[src/u8d_pkg.sv]
// ----------------------------------------------------------------------------
// u8d_pkg
// Shared types and constants of the UTF-8 stream decoder.
// ----------------------------------------------------------------------------
package u8d_pkg;

	localparam logic [20:0] REPL_CHAR  = 21'h00fffd;
	localparam logic [20:0] MIN_LEN2   = 21'h000080;
	localparam logic [20:0] MIN_LEN3   = 21'h000800;
	localparam logic [20:0] SURR_LO    = 21'h00d800;
	localparam logic [20:0] SURR_HI    = 21'h00dfff;
	localparam logic [20:0] MIN_LEN4   = 21'h010000;
	localparam logic [20:0] MAX_SCALAR = 21'h10ffff;

	localparam logic [2:0] LEN_NONE = 3'd0;
	localparam logic [2:0] LEN_ONE  = 3'd1;
	localparam logic [2:0] LEN_TWO  = 3'd2;
	localparam logic [2:0] LEN_THREE = 3'd3;
	localparam logic [2:0] LEN_FOUR = 3'd4;

	// one queue entry: a run of replacements, then an optional decoded value
	typedef struct packed {
		logic [2:0]  nrep;
		logic        tail_vld;
		logic [20:0] tail_cp;
		logic [2:0]  tail_used;
		logic        eos;
	} entry_t;

	function automatic logic value_ok(input logic [20:0] cp, input logic [2:0] len);
		logic ok;
		begin
			ok = 1'b0;
			if (len == LEN_TWO)
				ok = (cp >= MIN_LEN2);
			else if (len == LEN_THREE)
				ok = (cp >= MIN_LEN3) && !((cp >= SURR_LO) && (cp <= SURR_HI));
			else
				ok = (cp >= MIN_LEN4) && (cp <= MAX_SCALAR);
			return ok;
		end
	endfunction

endpackage

[src/u8d_front.sv]
// ----------------------------------------------------------------------------
// u8d_front
// Byte classifier: holds the open sequence and turns each byte into an entry.
// ----------------------------------------------------------------------------
module u8d_front (
	input  logic              clk,
	input  logic              arst_n,
	input  logic              accept,
	input  logic [7:0]        data_byte,
	input  logic              end_of_stream,
	output logic              push,
	output u8d_pkg::entry_t   entry
);

	logic [20:0] partial_q;
	logic [2:0]  len_q;
	logic [1:0]  seen_q;

	logic [20:0] partial_n;
	logic [2:0]  len_n;
	logic [1:0]  seen_n;
	logic [2:0]  seen_inc;
	logic [20:0] cp_ext;
	logic        as_lead;
	u8d_pkg::entry_t ent;

	always_comb begin
		partial_n = partial_q;
		len_n     = len_q;
		seen_n    = seen_q;
		as_lead   = 1'b1;
		seen_inc  = {1'b0, seen_q} + 3'd1;
		cp_ext    = {partial_q[14:0], data_byte[5:0]};
		ent.nrep      = 3'd0;
		ent.tail_vld  = 1'b0;
		ent.tail_cp   = {13'd0, data_byte};
		ent.tail_used = u8d_pkg::LEN_ONE;
		ent.eos       = end_of_stream;

		if (len_q != u8d_pkg::LEN_NONE) begin
			if (data_byte[7:6] == 2'b10) begin
				as_lead = 1'b0;
				if (seen_inc == len_q) begin
					if (u8d_pkg::value_ok(cp_ext, len_q)) begin
						ent.tail_vld  = 1'b1;
						ent.tail_cp   = cp_ext;
						ent.tail_used = len_q;
					end else begin
						ent.nrep = len_q;
					end
					partial_n = '0;
					len_n     = u8d_pkg::LEN_NONE;
					seen_n    = 2'd0;
				end else begin
					partial_n = cp_ext;
					seen_n    = seen_inc[1:0];
				end
			end else begin
				// broken sequence: one replacement per byte collected
				ent.nrep  = {1'b0, seen_q};
				partial_n = '0;
				len_n     = u8d_pkg::LEN_NONE;
				seen_n    = 2'd0;
			end
		end

		if (as_lead) begin
			if (data_byte[7] == 1'b0) begin
				ent.tail_vld = 1'b1;
			end else if (data_byte[7:5] == 3'b110) begin
				partial_n = {16'd0, data_byte[4:0]};
				len_n     = u8d_pkg::LEN_TWO;
				seen_n    = 2'd1;
			end else if (data_byte[7:4] == 4'b1110) begin
				partial_n = {17'd0, data_byte[3:0]};
				len_n     = u8d_pkg::LEN_THREE;
				seen_n    = 2'd1;
			end else if (data_byte[7:3] == 5'b11110) begin
				partial_n = {18'd0, data_byte[2:0]};
				len_n     = u8d_pkg::LEN_FOUR;
				seen_n    = 2'd1;
			end else begin
				ent.nrep = ent.nrep + 3'd1;
			end
		end

		// stream end flushes whatever is still open
		if (end_of_stream && (len_n != u8d_pkg::LEN_NONE)) begin
			ent.nrep  = ent.nrep + {1'b0, seen_n};
			partial_n = '0;
			len_n     = u8d_pkg::LEN_NONE;
			seen_n    = 2'd0;
		end
	end

	assign entry = ent;
	assign push  = accept && ((ent.nrep != 3'd0) || ent.tail_vld);

	always_ff @(posedge clk or negedge arst_n) begin
		if (!arst_n) begin
			partial_q <= '0;
			len_q     <= u8d_pkg::LEN_NONE;
			seen_q    <= 2'd0;
		end else if (accept) begin
			partial_q <= partial_n;
			len_q     <= len_n;
			seen_q    <= seen_n;
		end
	end

endmodule

[src/u8d_queue.sv]
// ----------------------------------------------------------------------------
// u8d_queue
// Small entry queue between the classifier and the result sequencer.
// ----------------------------------------------------------------------------
module u8d_queue #(
	parameter int DEPTH = 4
) (
	input  logic              clk,
	input  logic              arst_n,
	input  logic              push,
	input  u8d_pkg::entry_t   wr_entry,
	input  logic              pop,
	output u8d_pkg::entry_t   head,
	output logic              full,
	output logic              empty
);

	localparam int PTR_W = (DEPTH > 1) ? $clog2(DEPTH) : 1;
	localparam int CNT_W = $clog2(DEPTH + 1);

	u8d_pkg::entry_t mem_q [DEPTH];
	logic [PTR_W-1:0] wr_ptr_q;
	logic [PTR_W-1:0] rd_ptr_q;
	logic [CNT_W-1:0] cnt_q;
	logic             do_push;
	logic             do_pop;

	assign full    = (cnt_q == CNT_W'(DEPTH));
	assign empty   = (cnt_q == '0);
	assign do_push = push && !full;
	assign do_pop  = pop && !empty;
	assign head    = mem_q[rd_ptr_q];

	always_ff @(posedge clk) begin
		if (do_push)
			mem_q[wr_ptr_q] <= wr_entry;
	end

	always_ff @(posedge clk or negedge arst_n) begin
		if (!arst_n) begin
			wr_ptr_q <= '0;
			rd_ptr_q <= '0;
			cnt_q    <= '0;
		end else begin
			if (do_push)
				wr_ptr_q <= (wr_ptr_q == PTR_W'(DEPTH - 1)) ? '0 : wr_ptr_q + 1'b1;
			if (do_pop)
				rd_ptr_q <= (rd_ptr_q == PTR_W'(DEPTH - 1)) ? '0 : rd_ptr_q + 1'b1;
			if (do_push && !do_pop)
				cnt_q <= cnt_q + 1'b1;
			else if (do_pop && !do_push)
				cnt_q <= cnt_q - 1'b1;
		end
	end

endmodule

[src/u8d_back.sv]
// ----------------------------------------------------------------------------
// u8d_back
// Result sequencer: expands one entry into its results behind an output register.
// ----------------------------------------------------------------------------
module u8d_back (
	input  logic              clk,
	input  logic              arst_n,
	input  u8d_pkg::entry_t   head,
	input  logic              empty,
	output logic              pop,
	output logic              out_valid,
	input  logic              out_ready,
	output logic [20:0]       code_point,
	output logic              replaced,
	output logic [2:0]        bytes_used,
	output logic              last_of_run,
	output logic              stream_done
);

	logic [1:0]  idx_q;
	logic        ovld_q;
	logic [20:0] cp_q;
	logic        rep_q;
	logic [2:0]  used_q;
	logic        last_q;
	logic        done_q;

	logic [2:0]  total;
	logic        is_last;
	logic        is_tail;
	logic        advance;

	assign total   = head.nrep + {2'd0, head.tail_vld};
	assign is_last = ({1'b0, idx_q} == (total - 3'd1));
	assign is_tail = head.tail_vld && is_last;
	assign advance = !empty && (!ovld_q || out_ready);
	assign pop     = advance && is_last;

	always_ff @(posedge clk or negedge arst_n) begin
		if (!arst_n) begin
			idx_q  <= 2'd0;
			ovld_q <= 1'b0;
		end else begin
			if (advance)
				idx_q <= is_last ? 2'd0 : idx_q + 2'd1;
			if (advance)
				ovld_q <= 1'b1;
			else if (out_ready)
				ovld_q <= 1'b0;
		end
	end

	always_ff @(posedge clk) begin
		if (advance) begin
			cp_q   <= is_tail ? head.tail_cp : u8d_pkg::REPL_CHAR;
			rep_q  <= !is_tail;
			used_q <= is_tail ? head.tail_used : u8d_pkg::LEN_ONE;
			last_q <= is_last;
			done_q <= is_last && head.eos;
		end
	end

	assign out_valid   = ovld_q;
	assign code_point  = cp_q;
	assign replaced    = rep_q;
	assign bytes_used  = used_q;
	assign last_of_run = last_q;
	assign stream_done = done_q;

endmodule

[src/utf8_stream_decoder_core.sv]
// ----------------------------------------------------------------------------
// utf8_stream_decoder_core
// UTF-8 byte stream to code point decoder with U+FFFD replacement.
// ----------------------------------------------------------------------------
// Input stream: one raw byte per transaction on s_axis_tdata, s_axis_tlast on
// the final byte of a stream. Output stream: one code point per transaction,
// with a replacement flag and byte count in m_axis_tdata, m_axis_tlast on the
// last result caused by an input byte and m_axis_tuser on the last result of
// a stream.
// Each byte is classified in the cycle it is accepted and, if it yields any
// results, written to a queue of QUEUE_DEPTH entries; its first result passes
// from the queue into the output register. The result sequencer emits one
// result per cycle while the output is not stalled; a byte yields 0..4 results.
// The sustained input rate is one byte per cycle while the result count stays
// at or below one without an output stall; the queue absorbs short error runs.
// A stall on the output holds the output register; bytes keep being accepted
// until the queue fills, then s_axis_tready drops.
// Reset clears the open sequence, the queue and the output valid flag.
// ----------------------------------------------------------------------------
module utf8_stream_decoder_core #(
	parameter int QUEUE_DEPTH = 4
) (
	input  logic        clk,
	input  logic        arst_n,
	input  logic        s_axis_tvalid,
	output logic        s_axis_tready,
	input  logic [7:0]  s_axis_tdata,   // [7:0] data_byte
	input  logic        s_axis_tlast,   // end_of_stream
	output logic        m_axis_tvalid,
	input  logic        m_axis_tready,
	output logic [31:0] m_axis_tdata,   // [20:0] code_point, [21] replaced, [24:22] bytes_used
	output logic        m_axis_tlast,   // last_of_run
	output logic        m_axis_tuser    // stream_done
);

	u8d_pkg::entry_t new_entry;
	u8d_pkg::entry_t head_entry;
	logic            accept;
	logic            push;
	logic            pop;
	logic            full;
	logic            empty;
	logic [20:0]     code_point;
	logic            replaced;
	logic [2:0]      bytes_used;

	assign s_axis_tready = !full;
	assign accept        = s_axis_tvalid && s_axis_tready;

	u8d_front u_front (
		.clk           (clk),
		.arst_n        (arst_n),
		.accept        (accept),
		.data_byte     (s_axis_tdata),
		.end_of_stream (s_axis_tlast),
		.push          (push),
		.entry         (new_entry)
	);

	u8d_queue #(
		.DEPTH (QUEUE_DEPTH)
	) u_queue (
		.clk      (clk),
		.arst_n   (arst_n),
		.push     (push),
		.wr_entry (new_entry),
		.pop      (pop),
		.head     (head_entry),
		.full     (full),
		.empty    (empty)
	);

	u8d_back u_back (
		.clk         (clk),
		.arst_n      (arst_n),
		.head        (head_entry),
		.empty       (empty),
		.pop         (pop),
		.out_valid   (m_axis_tvalid),
		.out_ready   (m_axis_tready),
		.code_point  (code_point),
		.replaced    (replaced),
		.bytes_used  (bytes_used),
		.last_of_run (m_axis_tlast),
		.stream_done (m_axis_tuser)
	);

	assign m_axis_tdata = {7'd0, bytes_used, replaced, code_point};

`ifndef SYNTHESIS
	// every stream end produces at least one result
	a_eos_pushes: assert property (@(posedge clk) disable iff (!arst_n)
		accept && s_axis_tlast |-> push)
		else $error("stream end produced no queue entry");

	// stream_done only on the last result of a byte
	a_done_is_last: assert property (@(posedge clk) disable iff (!arst_n)
		m_axis_tvalid && m_axis_tuser |-> m_axis_tlast)
		else $error("stream_done without last_of_run");

	// replacements always carry U+FFFD and one byte
	a_repl_value: assert property (@(posedge clk) disable iff (!arst_n)
		m_axis_tvalid && replaced |-> (code_point == u8d_pkg::REPL_CHAR) &&
			(bytes_used == u8d_pkg::LEN_ONE))
		else $error("replacement with wrong value");

	// an entry is never pushed into a full queue
	a_no_overflow: assert property (@(posedge clk) disable iff (!arst_n)
		push |-> !full)
		else $error("push into full queue");
`endif

endmodule
[config.mk]
export PLATFORM = sky130hd
export DESIGN_NAME = utf8_stream_decoder_core
export DESIGN_NICKNAME = d
export VERILOG_FILES = /design/src/u8d_pkg.sv /design/src/u8d_front.sv /design/src/u8d_queue.sv /design/src/u8d_back.sv /design/src/utf8_stream_decoder_core.sv
export SDC_FILE = /design/constraint.sdc
export NUM_CORES = 1
export LEC_CHECK = 0
export ABC_AREA = 1
export BUFFER_PORTS_ARGS = -buffer_cell sky130_fd_sc_hd__buf_2
export CELL_PAD_IN_SITES_DETAIL_PLACEMENT = 0
export CELL_PAD_IN_SITES_GLOBAL_PLACEMENT = 1
export CORE_MARGIN = 2
export CORE_UTILIZATION = 49
export DETAILED_ROUTE_END_ITERATION = 8
export PLACE_DENSITY = 0.91
export SLEW_MARGIN = 10
export SYNTH_ARGS = -nofsm -noshare
export SYNTH_HDL_FRONTEND = slang
export SYNTH_HIERARCHICAL = 1
export SYNTH_SLANG_ARGS = --single-unit
[constraint.sdc]
create_clock -name clk -period 6.7 [get_ports clk]
set_clock_uncertainty 0.2 [all_clocks]
set_input_delay 1.005 -clock clk [delete_from_list [all_inputs] [get_ports clk]]
set_output_delay 1.005 -clock clk [all_outputs]
set_load 0.01 [all_outputs]
**Word-level counts from Yosys, hierarchy flattened**

Memories as Yosys holds them, arrays and structs flattened.
Index checks and enable logic that the tools add are counted.
W data, S select, Z words.

- Flip-flop bits (word level): 63
- Bits in writable memories: 116
- Input port bits: 13
- Output and inout bits: 36
- Word-level logic and storage cells: 126
- Memories kept: 1

Memory list:

| memory | words | width | rd ports | clocked after Yosys merged registers in | wr ports | line | RTL |
|---|---|---|---|---|---|---|---|
| u_queue.mem_q | 4 | 29 | 1 | 0 | 1 | u8d_queue.sv:21 | `u8d_pkg::entry_t mem_q [DEPTH];` |

- Add/sub/neg operators: 10
- Order comparisons: 6
- Equal/unequal tests: 11
- Mux-type cells: 56
- Reductions and logical operators: 29

Operator list:

| operator | number |
|---|---|
| $mux W21 | 9 |
| $mux W28 | 2 |
| $mux W3 | 18 |
| $mux W25 | 2 |
| $mux W2 | 12 |
| $ge A21 B12 Y1 const B | 1 |
| $ge A21 B16 Y1 const B | 1 |
| $ge A21 B17 Y1 const B | 1 |
| $ge A21 B8 Y1 const B | 1 |
| $le A21 B16 Y1 const B | 1 |
| $le A21 B21 Y1 const B | 1 |
| $logic_and A1 B1 Y1 | 14 |
| $mux W1 | 12 |
| $reduce_bool A3 Y1 | 3 |
| $logic_not A1 Y1 | 7 |
| $add A2 B1 Y2 const B | 3 |
| $add A3 B1 Y3 const B | 2 |
| $eq A2 B2 Y1 const B | 3 |
| $eq A3 B2 Y1 const B | 2 |
| $eq A3 B3 Y1 const B | 2 |
| $sub A3 B1 Y3 const B | 2 |
| $eq A5 B5 Y1 const B | 1 |
| $eq A4 B4 Y1 const B | 1 |
| $mux W4 | 1 |
| other kinds (8) | 10 |

**Longest topological paths before layout**

Gate-level depths: netlist of run 1.

- Depth in word-level cells: 29
- Depth in mapped cells: 32

**Hierarchy**

The synthesis of run 1 kept the hierarchy.

By module, submodules not included:

| module | times used | cells an instance | area each (µm²) | sequential area each (µm²) |
|---|---|---|---|---|
| u8d_queue | 1 | 399 | 5146.2 | 3658.5 |
| u8d_front | 1 | 246 | 1682.9 | 500.5 |
| u8d_back | 1 | 121 | 1348.8 | 885.8 |
| utf8_stream_decoder_core | 1 | 12 | 77.6 | 0.0 |

**Worst setup path before layout of run 1**

No wires, ideal clock.

- Kind: input port to flip-flop
- Start: input s_axis_tdata[7]
- End: memory u_queue/mem_q[0][0] in the netlist's numbering (enable)
- Arrival time: 4.292 ns
- Data required time: 6.085 ns
- Slack: 1.793 ns
- Stages on the path: 17
- Cell sequence: inv_2 nor2_4 inv_1 nor3_2 nand2_1 nand2_2 ha_1 nand2_1 nand2_1 inv_1 fa_1 or2_0 nand2_1 nor2_1 nor2_1 nand2_1 nor2_1

RTL lines:

| element | line | RTL |
|---|---|---|
| start: declaration | utf8_stream_decoder_core.sv:27 | `input logic [7:0] s_axis_tdata,` |
| end: declaration | u8d_queue.sv:21 |  |

==> metrics.json, run 1 <==
{
  "cts-htree-levels": 4,
  "layout-area-overhead-vs-synth_pct": 10.5,
  "postSynthCellCount": 778,
  "post_layout_minimum_cycle_time_ps": 4470,
  "syn_avg_cell_area_sq_um": 10.6,
  "cts_tree": "yes",
  "postCtsHoldBufs": 0,
  "dr.pass1.iters": 5,
  "grt_use_total_pct": 17.9,
  "wirelength_um": 15100,
  "worstSetupStartpointType": "flip-flop",
  "utilization_of_the_core_after_routing_pct": 55.2,
  "hold_viol_final": 0,
  "grt_setup_unrepaired": "no",
  "drc": 0,
  "routed_wire_length_per_instance_um": 14.5,
  "critical_path_class": "reg2reg",
  "final_net_count": 836,
  "cts_made_buffers": 17,
  "synthAdderAreaFrac_pct": 2.15,
  "largest_family_of_logic_cells_by_synthesized_area": "simple AND/OR/NAND/NOR gates",
  "cts.path.max_buffers": 2,
  "worst_slew_pin_slew_ps": 856,
  "yosys_warns": 6,
  "maxSlewViolCount": 0,
  "setup_viol_count_final": 0,
  "grt_pass1_vias": 4753,
  "worst_slew_margin_rel_pct": 42.4,
  "globalRouteOverflowTotal": 0,
  "synth_compound_gate_area_share_pct": 10.1,
  "synth.yosys.seq_area_share_pct": 61.1,
  "vias": 5213,
  "post_synth_and_or_nand_nor_area_fraction_pct": 14.9,
  "dp.cells": 1011,
  "grt_max_degree": 77,
  "standard_cell_row_count": 47,
  "cts_repair_resize_count": 0,
  "synth-xor-area-share_pct": 0.621,
  "largest_vdd_supply_drop_mv": 0.220,
  "worstPathRequired_ps": 6830,
  "buffer_ports.inserted": 41,
  "insertedDiodeCount": 0,
  "number_of_sinks_on_the_clock_net": 173,
  "viasPerCell": 5.00,
  "clock-root-buffer": "sky130_fd_sc_hd__clkbuf_16",
  "cts_setup_buffers": 0,
  "overall_die_height_um": 134,
  "p_per_area_mw_per_mm2": 409,
  "muxShareOfSynthArea_pct": 0,
  "synth_seq_cells": 173,
  "holdCritPathClass": "reg2reg",
  "die_area_sq_mm": 0.0179,
  "cap_violations": 0,
  "number_of_nets_with_antenna_violations_after_routing": 0,
  "worstPathArrival_ps": 4600,
  "cts.reportedPaths.clkPinSlew_ps": 60,
  "gp_congestion": 0.888,
  "synth.distinct_cells": 39,
  "final_clock_period_utilization_by_the_worst_path_pct": 66.8,
  "hold_ws_ps": 296,
  "power_leakage_nw": 3.87,
  "initial_core_util_pct": 50.0,
  "grt_pass1_wl_um": 24400,
  "post_route_cells_drive_above_1_share_pct": 17.5,
  "fill_cells": 1399,
  "worstSetupEndpointType": "flip-flop",
  "detailedPlacementHpwl_um": 9510,
  "setup_total_negative_slack_ps": 0,
  "die_width_um": 134,
  "run_status": "completed",
  "upper_clock_frequency_limit_mhz": 223,
  "layoutNonFillerInstCount": 1043,
  "antenna_found_initial": 0,
  "crit_fanout": 7,
  "pin_count": 49,
  "design.core.area_sq_mm": 0.0165,
  "clkLatencyLatePin_ps": 430,
  "cell_area_synth_sq_mm": 0.00826,
  "drt_first_iter_violations": 476
}
## sequential cells by signal (all words and copies together) (netlist names)
name and count:
u_back/bytes_used 3, u_back/code_point 21, u_back/idx_q 2, u_back/last_of_run 1, u_back/out_valid 1, u_back/replaced 1
u_back/stream_done 1, u_front/len_q 3, u_front/partial_q 15, u_front/seen_q 2, u_queue/cnt_q 3, u_queue/mem_q 116
u_queue/rd_ptr_q 2, u_queue/wr_ptr_q 2
## critical path: stages, from the launching register on
cell and delay (ps):
sky130_fd_sc_hd__dfrtp_1 420, sky130_fd_sc_hd__ha_1 340, sky130_fd_sc_hd__xor2_1 160, sky130_fd_sc_hd__nor2_2 240, sky130_fd_sc_hd__inv_2 120, sky130_fd_sc_hd__nor3_2 120
sky130_fd_sc_hd__nand2_1 100, sky130_fd_sc_hd__nand2_2 90, sky130_fd_sc_hd__ha_1 230, sky130_fd_sc_hd__nand2_1 70, sky130_fd_sc_hd__nand2_1 60, sky130_fd_sc_hd__inv_1 80
sky130_fd_sc_hd__fa_1 370, sky130_fd_sc_hd__or2_0 220, sky130_fd_sc_hd__nand2_1 140, sky130_fd_sc_hd__nor2_1 60, sky130_fd_sc_hd__nor2_1 160, sky130_fd_sc_hd__nand2_1 220
sky130_fd_sc_hd__inv_1 110, sky130_fd_sc_hd__ha_1 170, sky130_fd_sc_hd__inv_1 60, sky130_fd_sc_hd__fa_1 370, sky130_fd_sc_hd__nand2_1 100, sky130_fd_sc_hd__nand3_1 70
sky130_fd_sc_hd__nand2_1 60, sky130_fd_sc_hd__nand2_1 40
## worst paths after layout
kind | startpoint | endpoint | slack (ps) | depth (start not counted)
worst max register to register | u_front/seen_q[0]$_DFFE_PN0P_ | u_queue/cnt_q[2]$_DFFE_PN0P_ | 2230 | 25
worst max-delay path | u_front/seen_q[0]$_DFFE_PN0P_ | u_queue/cnt_q[2]$_DFFE_PN0P_ | 2230 | 25
worst min register to register | u_queue/cnt_q[2]$_DFFE_PN0P_ | u_queue/cnt_q[2]$_DFFE_PN0P_ | 300 | 2
worst min-delay path | u_queue/cnt_q[2]$_DFFE_PN0P_ | u_queue/cnt_q[2]$_DFFE_PN0P_ | 300 | 2
min in group asynchronous | arst_n | u_queue/cnt_q[0]$_DFFE_PN0P_ | 430 | 1
max in group asynchronous | arst_n | u_queue/rd_ptr_q[0]$_DFFE_PN0P_ | 5350 | 1
## kinds of logic after synthesis
family,count (synthesis)
buf+inv,207
flops,173
xor+xnor,5
other cells,1
fa+ha+maj,13
simple gates,272
compound gates,107
## layout make-up
type	instances	area (sq um)	area share, %
Sequential cell	173	5050	55.3
Clock buffer	20	437	4.79
Inverter	164	616	6.75
Tap cell	220	275	3.02
Multi-Input combinational cell	404	2330	25.5
Clock inverter	12	145	1.59
Timing Repair Buffer	50	273	2.99
## report_power, final
| group | switching (mW) | internal (mW) | leakage, nW | total [mW] |
|---|---|---|---|---|
| sequential | 0.113 | 1.43 | 1.69 | 1.54 |
| clock | 0.389 | 0.583 | 0.283 | 0.971 |
| combinational | 0.822 | 0.395 | 1.91 | 1.22 |
## synthesized netlist by cell type
library cell               instances  area share, %
sky130_fd_sc_hd__dfrtp_1          30            9.1
sky130_fd_sc_hd__nand2_4           3           0.41
sky130_fd_sc_hd__xnor2_1           2           0.21
sky130_fd_sc_hd__fa_1              2           0.49
sky130_fd_sc_hd__nand4_1           5           0.38
sky130_fd_sc_hd__buf_4            15            1.4
sky130_fd_sc_hd__buf_6             6           0.82
sky130_fd_sc_hd__nand2_1         159            7.2
sky130_fd_sc_hd__a21oi_2           1           0.11
sky130_fd_sc_hd__xnor2_2           1           0.20
sky130_fd_sc_hd__o211ai_2         19            2.9
sky130_fd_sc_hd__a22oi_1           3           0.27
sky130_fd_sc_hd__nor4_1            2           0.15
sky130_fd_sc_hd__inv_2             8           0.36
sky130_fd_sc_hd__nor2_8            1           0.24
sky130_fd_sc_hd__nor2_4            6           0.82
sky130_fd_sc_hd__nor2_2            3           0.23
sky130_fd_sc_hd__o21bai_1          1          0.091
sky130_fd_sc_hd__or2_0             1          0.076
sky130_fd_sc_hd__clkbuf_1          7           0.32
sky130_fd_sc_hd__nor3_2            1           0.12
sky130_fd_sc_hd__buf_2            14           0.85
sky130_fd_sc_hd__buf_12            1           0.24
sky130_fd_sc_hd__inv_1           156            7.1
sky130_fd_sc_hd__o211ai_1         39            3.5
sky130_fd_sc_hd__nor3_1            5           0.30
sky130_fd_sc_hd__nand2_2          20            1.5
sky130_fd_sc_hd__edfxtp_1        143             52
sky130_fd_sc_hd__nand3_1          25            1.5
sky130_fd_sc_hd__a21oi_1           3           0.18
sky130_fd_sc_hd__o21ai_0           8           0.49
sky130_fd_sc_hd__conb_1            1          0.045
sky130_fd_sc_hd__o22ai_1          30            2.3
sky130_fd_sc_hd__a31oi_1           2           0.15
sky130_fd_sc_hd__ha_1             11            1.7
sky130_fd_sc_hd__o41ai_1           1           0.11
sky130_fd_sc_hd__nor2_1           40            1.8
sky130_fd_sc_hd__xor2_1            2           0.21
sky130_fd_sc_hd__nand3_2           1           0.12
## metal layers
layer / share of wire (%) / up-vias / GRT usage, %
met2: 47 / 124 / 28.5
met4: 2.3 / 0 / 7.39
met3: 4.5 / 27 / 3.63
li1: - / 2610 / -
met5: 0 / - / 0
met1: 46 / 2452 / 24.1
## metrics by stage
stage,worst slack [ps],total power [mW],area [sq um]
after floorplan,1790,2.54,8280
after global placement,2020,2.78,8540
after detailed placement,1910,2.80,8540
after CTS,2250,3.77,9130
after global routing,1810,3.97,9130
final,2230,3.73,9130
## layout by cell type, fill, tap and decap left out, types with 3 or more instances in the layout
master	instances
sky130_fd_sc_hd__edfxtp_1	143
sky130_fd_sc_hd__nand2_4	3
sky130_fd_sc_hd__conb_1	7
sky130_fd_sc_hd__o22ai_1	30
sky130_fd_sc_hd__nor3_1	5
sky130_fd_sc_hd__nor2_1	36
sky130_fd_sc_hd__clkbuf_1	3
sky130_fd_sc_hd__nor2_4	6
sky130_fd_sc_hd__bufinv_16	3
sky130_fd_sc_hd__nand4_1	5
sky130_fd_sc_hd__inv_2	8
sky130_fd_sc_hd__nor2_2	7
sky130_fd_sc_hd__clkinv_4	3
sky130_fd_sc_hd__dfrtp_1	29
sky130_fd_sc_hd__o21ai_0	8
sky130_fd_sc_hd__nand2_2	20
sky130_fd_sc_hd__o211ai_1	39
sky130_fd_sc_hd__nand3_1	25
sky130_fd_sc_hd__clkbuf_16	17
sky130_fd_sc_hd__buf_4	9
sky130_fd_sc_hd__nand2_1	159
sky130_fd_sc_hd__inv_1	156
sky130_fd_sc_hd__clkinv_1	4
sky130_fd_sc_hd__o211ai_2	19
sky130_fd_sc_hd__buf_2	41
sky130_fd_sc_hd__a22oi_1	3
sky130_fd_sc_hd__a21oi_1	3
sky130_fd_sc_hd__ha_1	11
Power figures use the tool's default switching activity.
==> inputs of run 2 (changes only) <==
==> constraint.sdc (replaced) <==
create_clock -name clk -period 4.45 [get_ports clk]
set_clock_uncertainty 0.2 [all_clocks]
set_input_delay 0.6675 -clock clk [delete_from_list [all_inputs] [get_ports clk]]
set_output_delay 0.6675 -clock clk [all_outputs]
set_load 0.01 [all_outputs]
==> metrics.json, run 2 (synthesis results as in run 1) <==
{
  "largest_vdd_supply_drop": {"value": 0.297, "unit": "mV", "change": "+35%"},
  "critical_path_startpoint": "u_front/seen_q[1]$_DFFE_PN0P_",
  "grt_pass1_vias": {"value": 5057, "change": "+6.4%"},
  "critPathMostFrequentCell": "sky130_fd_sc_hd__nand2_1",
  "post_layout_minimum_cycle_time": {"value": 4060, "unit": "ps", "change": "-420 ps"},
  "dr.pass1.iters": {"value": 5, "change": "unchanged"},
  "multi_input_area": {"value": 0.00238, "unit": "sq mm", "change": "+2.3%"},
  "detailedPlacementHpwl": {"value": 10100, "unit": "um", "change": "+5.8%"},
  "globalRouteOverflowTotal": {"value": 0, "change": "unchanged"},
  "standard_cell_row_count": {"value": 47, "change": "unchanged"},
  "die_width": {"value": 134, "unit": "um", "change": "unchanged"},
  "viasPerCell": {"value": 4.99, "change": "about the same"},
  "worstPathArrival": {"value": 4170, "unit": "ps", "change": "-430 ps"},
  "critical_path_class": "reg2reg",
  "pin_count": {"value": 49, "change": "unchanged"},
  "clkLatencyLatePin": {"value": 420, "unit": "ps", "change": "about the same"},
  "final_clock_period_utilization_by_the_worst_path": {"value": 91.1, "unit": "%", "change": "+24 points"},
  "holdCritPathClass": "in2async",
  "dp.cells": {"value": 1016, "change": "+0.49%"},
  "max_stage_delay": {"value": 420, "unit": "ps", "change": "about the same"},
  "cp_slowest_cell": "sky130_fd_sc_hd__dfrtp_1",
  "cts_tree": "yes",
  "final_net_count": {"value": 844, "change": "+0.96%"},
  "gp_congestion": {"value": 0.900, "change": "+1.3%"},
  "vias": {"value": 5249, "change": "+0.69%"},
  "layoutNonFillerInstCount": {"value": 1051, "change": "+0.77%"},
  "layout_common_cells": "156 x sky130_fd_sc_hd__nand2_1, 149 x sky130_fd_sc_hd__inv_1, 143 x sky130_fd_sc_hd__edfxtp_1",
  "cts_made_buffers": {"value": 17, "change": "unchanged"},
  "routed_wire_length_per_instance": {"value": 14.8, "unit": "um", "change": "+2.0%"},
  "worst_slew_margin_rel": {"value": 36.5, "unit": "%", "change": "-5.9 points"},
  "number_of_nets_with_antenna_violations_after_routing": {"value": 0, "change": "unchanged"},
  "largest_register_by_flop_count": "u_queue/mem_q",
  "grt_max_degree": {"value": 53, "change": "-31%"},
  "postCtsHoldBufs": {"value": 0, "change": "unchanged"},
  "run_status": "completed",
  "maxSlewViolCount": {"value": 0, "change": "unchanged"},
  "grt_pass1_wl": {"value": 25800, "unit": "um", "change": "+5.7%"},
  "number_of_sinks_on_the_clock_net": {"value": 173, "change": "unchanged"},
  "wirelength": {"value": 15500, "unit": "um", "change": "+2.7%"},
  "worstSetupEndpointType": "flip-flop",
  "reg2reg_from": "u_front/seen_q[1]$_DFFE_PN0P_",
  "overall_die_height": {"value": 134, "unit": "um", "change": "unchanged"},
  "post_route_cells_drive_above_1_share": {"value": 21.1, "unit": "%", "change": "+3.6 points"},
  "mostFrequentLayoutCell": "sky130_fd_sc_hd__nand2_1",
  "initial_core_util": {"value": 50.0, "unit": "%", "change": "unchanged"},
  "seq_area": {"value": 0.00505, "unit": "sq mm", "change": "about the same"},
  "design.core.area": {"value": 0.0165, "unit": "sq mm", "change": "unchanged"},
  "setup_viol_count_final": {"value": 0, "change": "unchanged"},
  "cts-htree-levels": {"value": 4, "change": "unchanged"},
  "layout-area-overhead-vs-synth_pct": 12.5,
  "cts.path.max_buffers": {"value": 2, "change": "unchanged"},
  "worstPathRequired": {"value": 4570, "unit": "ps", "change": "-2260 ps"},
  "buffer_ports.inserted": {"value": 41, "change": "unchanged"},
  "worstSetupStartpointType": "flip-flop",
  "clock-root-buffer": "sky130_fd_sc_hd__clkbuf_16",
  "worst_slew_pin_slew": {"value": 943, "unit": "ps", "change": "+87.7 ps"},
  "hold_ws": {"value": 110, "unit": "ps", "change": "-186 ps"},
  "upper_clock_frequency_limit": {"value": 247, "unit": "MHz", "change": "+10%"},
  "cap_violations": {"value": 0, "change": "unchanged"},
  "cts.reportedPaths.clkPinSlew": {"value": 60, "unit": "ps", "change": "about the same"},
  "crit_fanout": {"value": 6, "change": "-1"},
  "die_area": {"value": 0.0179, "unit": "sq mm", "change": "unchanged"},
  "fill_cells": {"value": 1381, "change": "-1.3%"},
  "antenna_found_initial": {"value": 0, "change": "unchanged"},
  "hold_viol_final": {"value": 0, "change": "unchanged"},
  "grt_use_total": {"value": 18.6, "unit": "%", "change": "+0.71 points"},
  "drt_first_iter_violations": {"value": 436, "change": "-8.4%"},
  "drc": {"value": 0, "change": "unchanged"},
  "insertedDiodeCount": {"value": 0, "change": "unchanged"},
  "power_leakage": {"value": 3.92, "unit": "nW", "change": "+1.2%"},
  "p_per_area": {"value": 613, "unit": "mW/mm^2", "change": "+50%"},
  "largest_register_ff_count": {"value": 116, "change": "unchanged"}
}
[run 2: changes by cell type in the layout (fill, tap and decap cells not counted), sizes merged]
cell and change:
buf +8, clkinvlp +4, inv +2, clkinv -3, clkbuf -2, bufinv -1
[run 2: final cells by class]
type / instances / area share (%)
Inverter: 164 / 6.66
Clock inverter: 14 / 1.55
Multi-Input combinational cell: 404 / 25.7
Clock buffer: 18 / 4.62
Tap cell: 220 / 2.96
Sequential cell: 173 / 54.4
Timing Repair Buffer: 58 / 4.12
[run 2: worst paths after layout]
path | slack, ps | cells past startpoint | endpoint
max | 390 | 26 | u_queue/cnt_q[2]$_DFFE_PN0P_
min | 110 | 1 | u_back/idx_q[0]$_DFFE_PN0P_
max reg2reg | 390 | 26 | u_queue/cnt_q[2]$_DFFE_PN0P_
min reg2reg | 300 | 2 | u_queue/cnt_q[2]$_DFFE_PN0P_
max in group asynchronous | 3390 | 1 | u_queue/rd_ptr_q[0]$_DFFE_PN0P_
min in group clk | 280 | 1 | u_queue/mem_q[1][7]$_DFFE_PP_
[run 2: per-stage QoR]
stage / util (%) / power, mW / TNS [ps] / setup WS [ps] / cell area [sq um]
detailed placement: 52.2 / 4.26 / 0 / 130 / 8630
global route: 56.2 / 6.09 / -44.4 / -44.4 / 9280
global placement: 52.2 / 4.22 / 0 / 230 / 8630
CTS: 55.7 / 5.70 / 0 / 103 / 9200
floorplan: - / 3.83 / -31380 / -271 / 8280
finish: 56.2 / 5.69 / 0 / 395 / 9280
[run 2: what timing repair did]
item / CTS / global route
hold endpoints to repair: 0 / 0
setup endpoints to repair: 0 / 118
gates resized for setup: 0 / 22
buffers inserted: 0 / 3
[run 2: routing by layer]
| layer | vias to the layer above | track usage (%) | routed length [um] |
|---|---|---|---|
| met3 | 18 | 3.21 | 784 |
| met4 | 0 | 6.15 | 235 |
| met1 | 2467 | 25.8 | 7120 |
| li1 | 2631 | - | - |
| met2 | 133 | 29.9 | 7380 |
| met5 | - | 0 | 0 |
[run 2: worst max-delay path, delay by kind of cell, from the launching register on]
kind / cells / cell delay (ps)
adders and majority gates: 5 / 1330
and+or+nand+nor: 16 / 1570
buffers and inverters: 4 / 270
DFF: 1 / 420
xor gates and xnor gates: 1 / 150
[run 2: power by group]
| part | switching [mW] | leakage, nW | total [mW] | internal [mW] |
|---|---|---|---|---|
| Combinational | 1.28 | 1.97 | 1.94 | 0.664 |
| Sequential | 0.162 | 1.68 | 2.32 | 2.16 |
| Clock | 0.603 | 0.271 | 1.43 | 0.826 |
| Total | 2.04 | 3.92 | 5.69 | 3.65 |
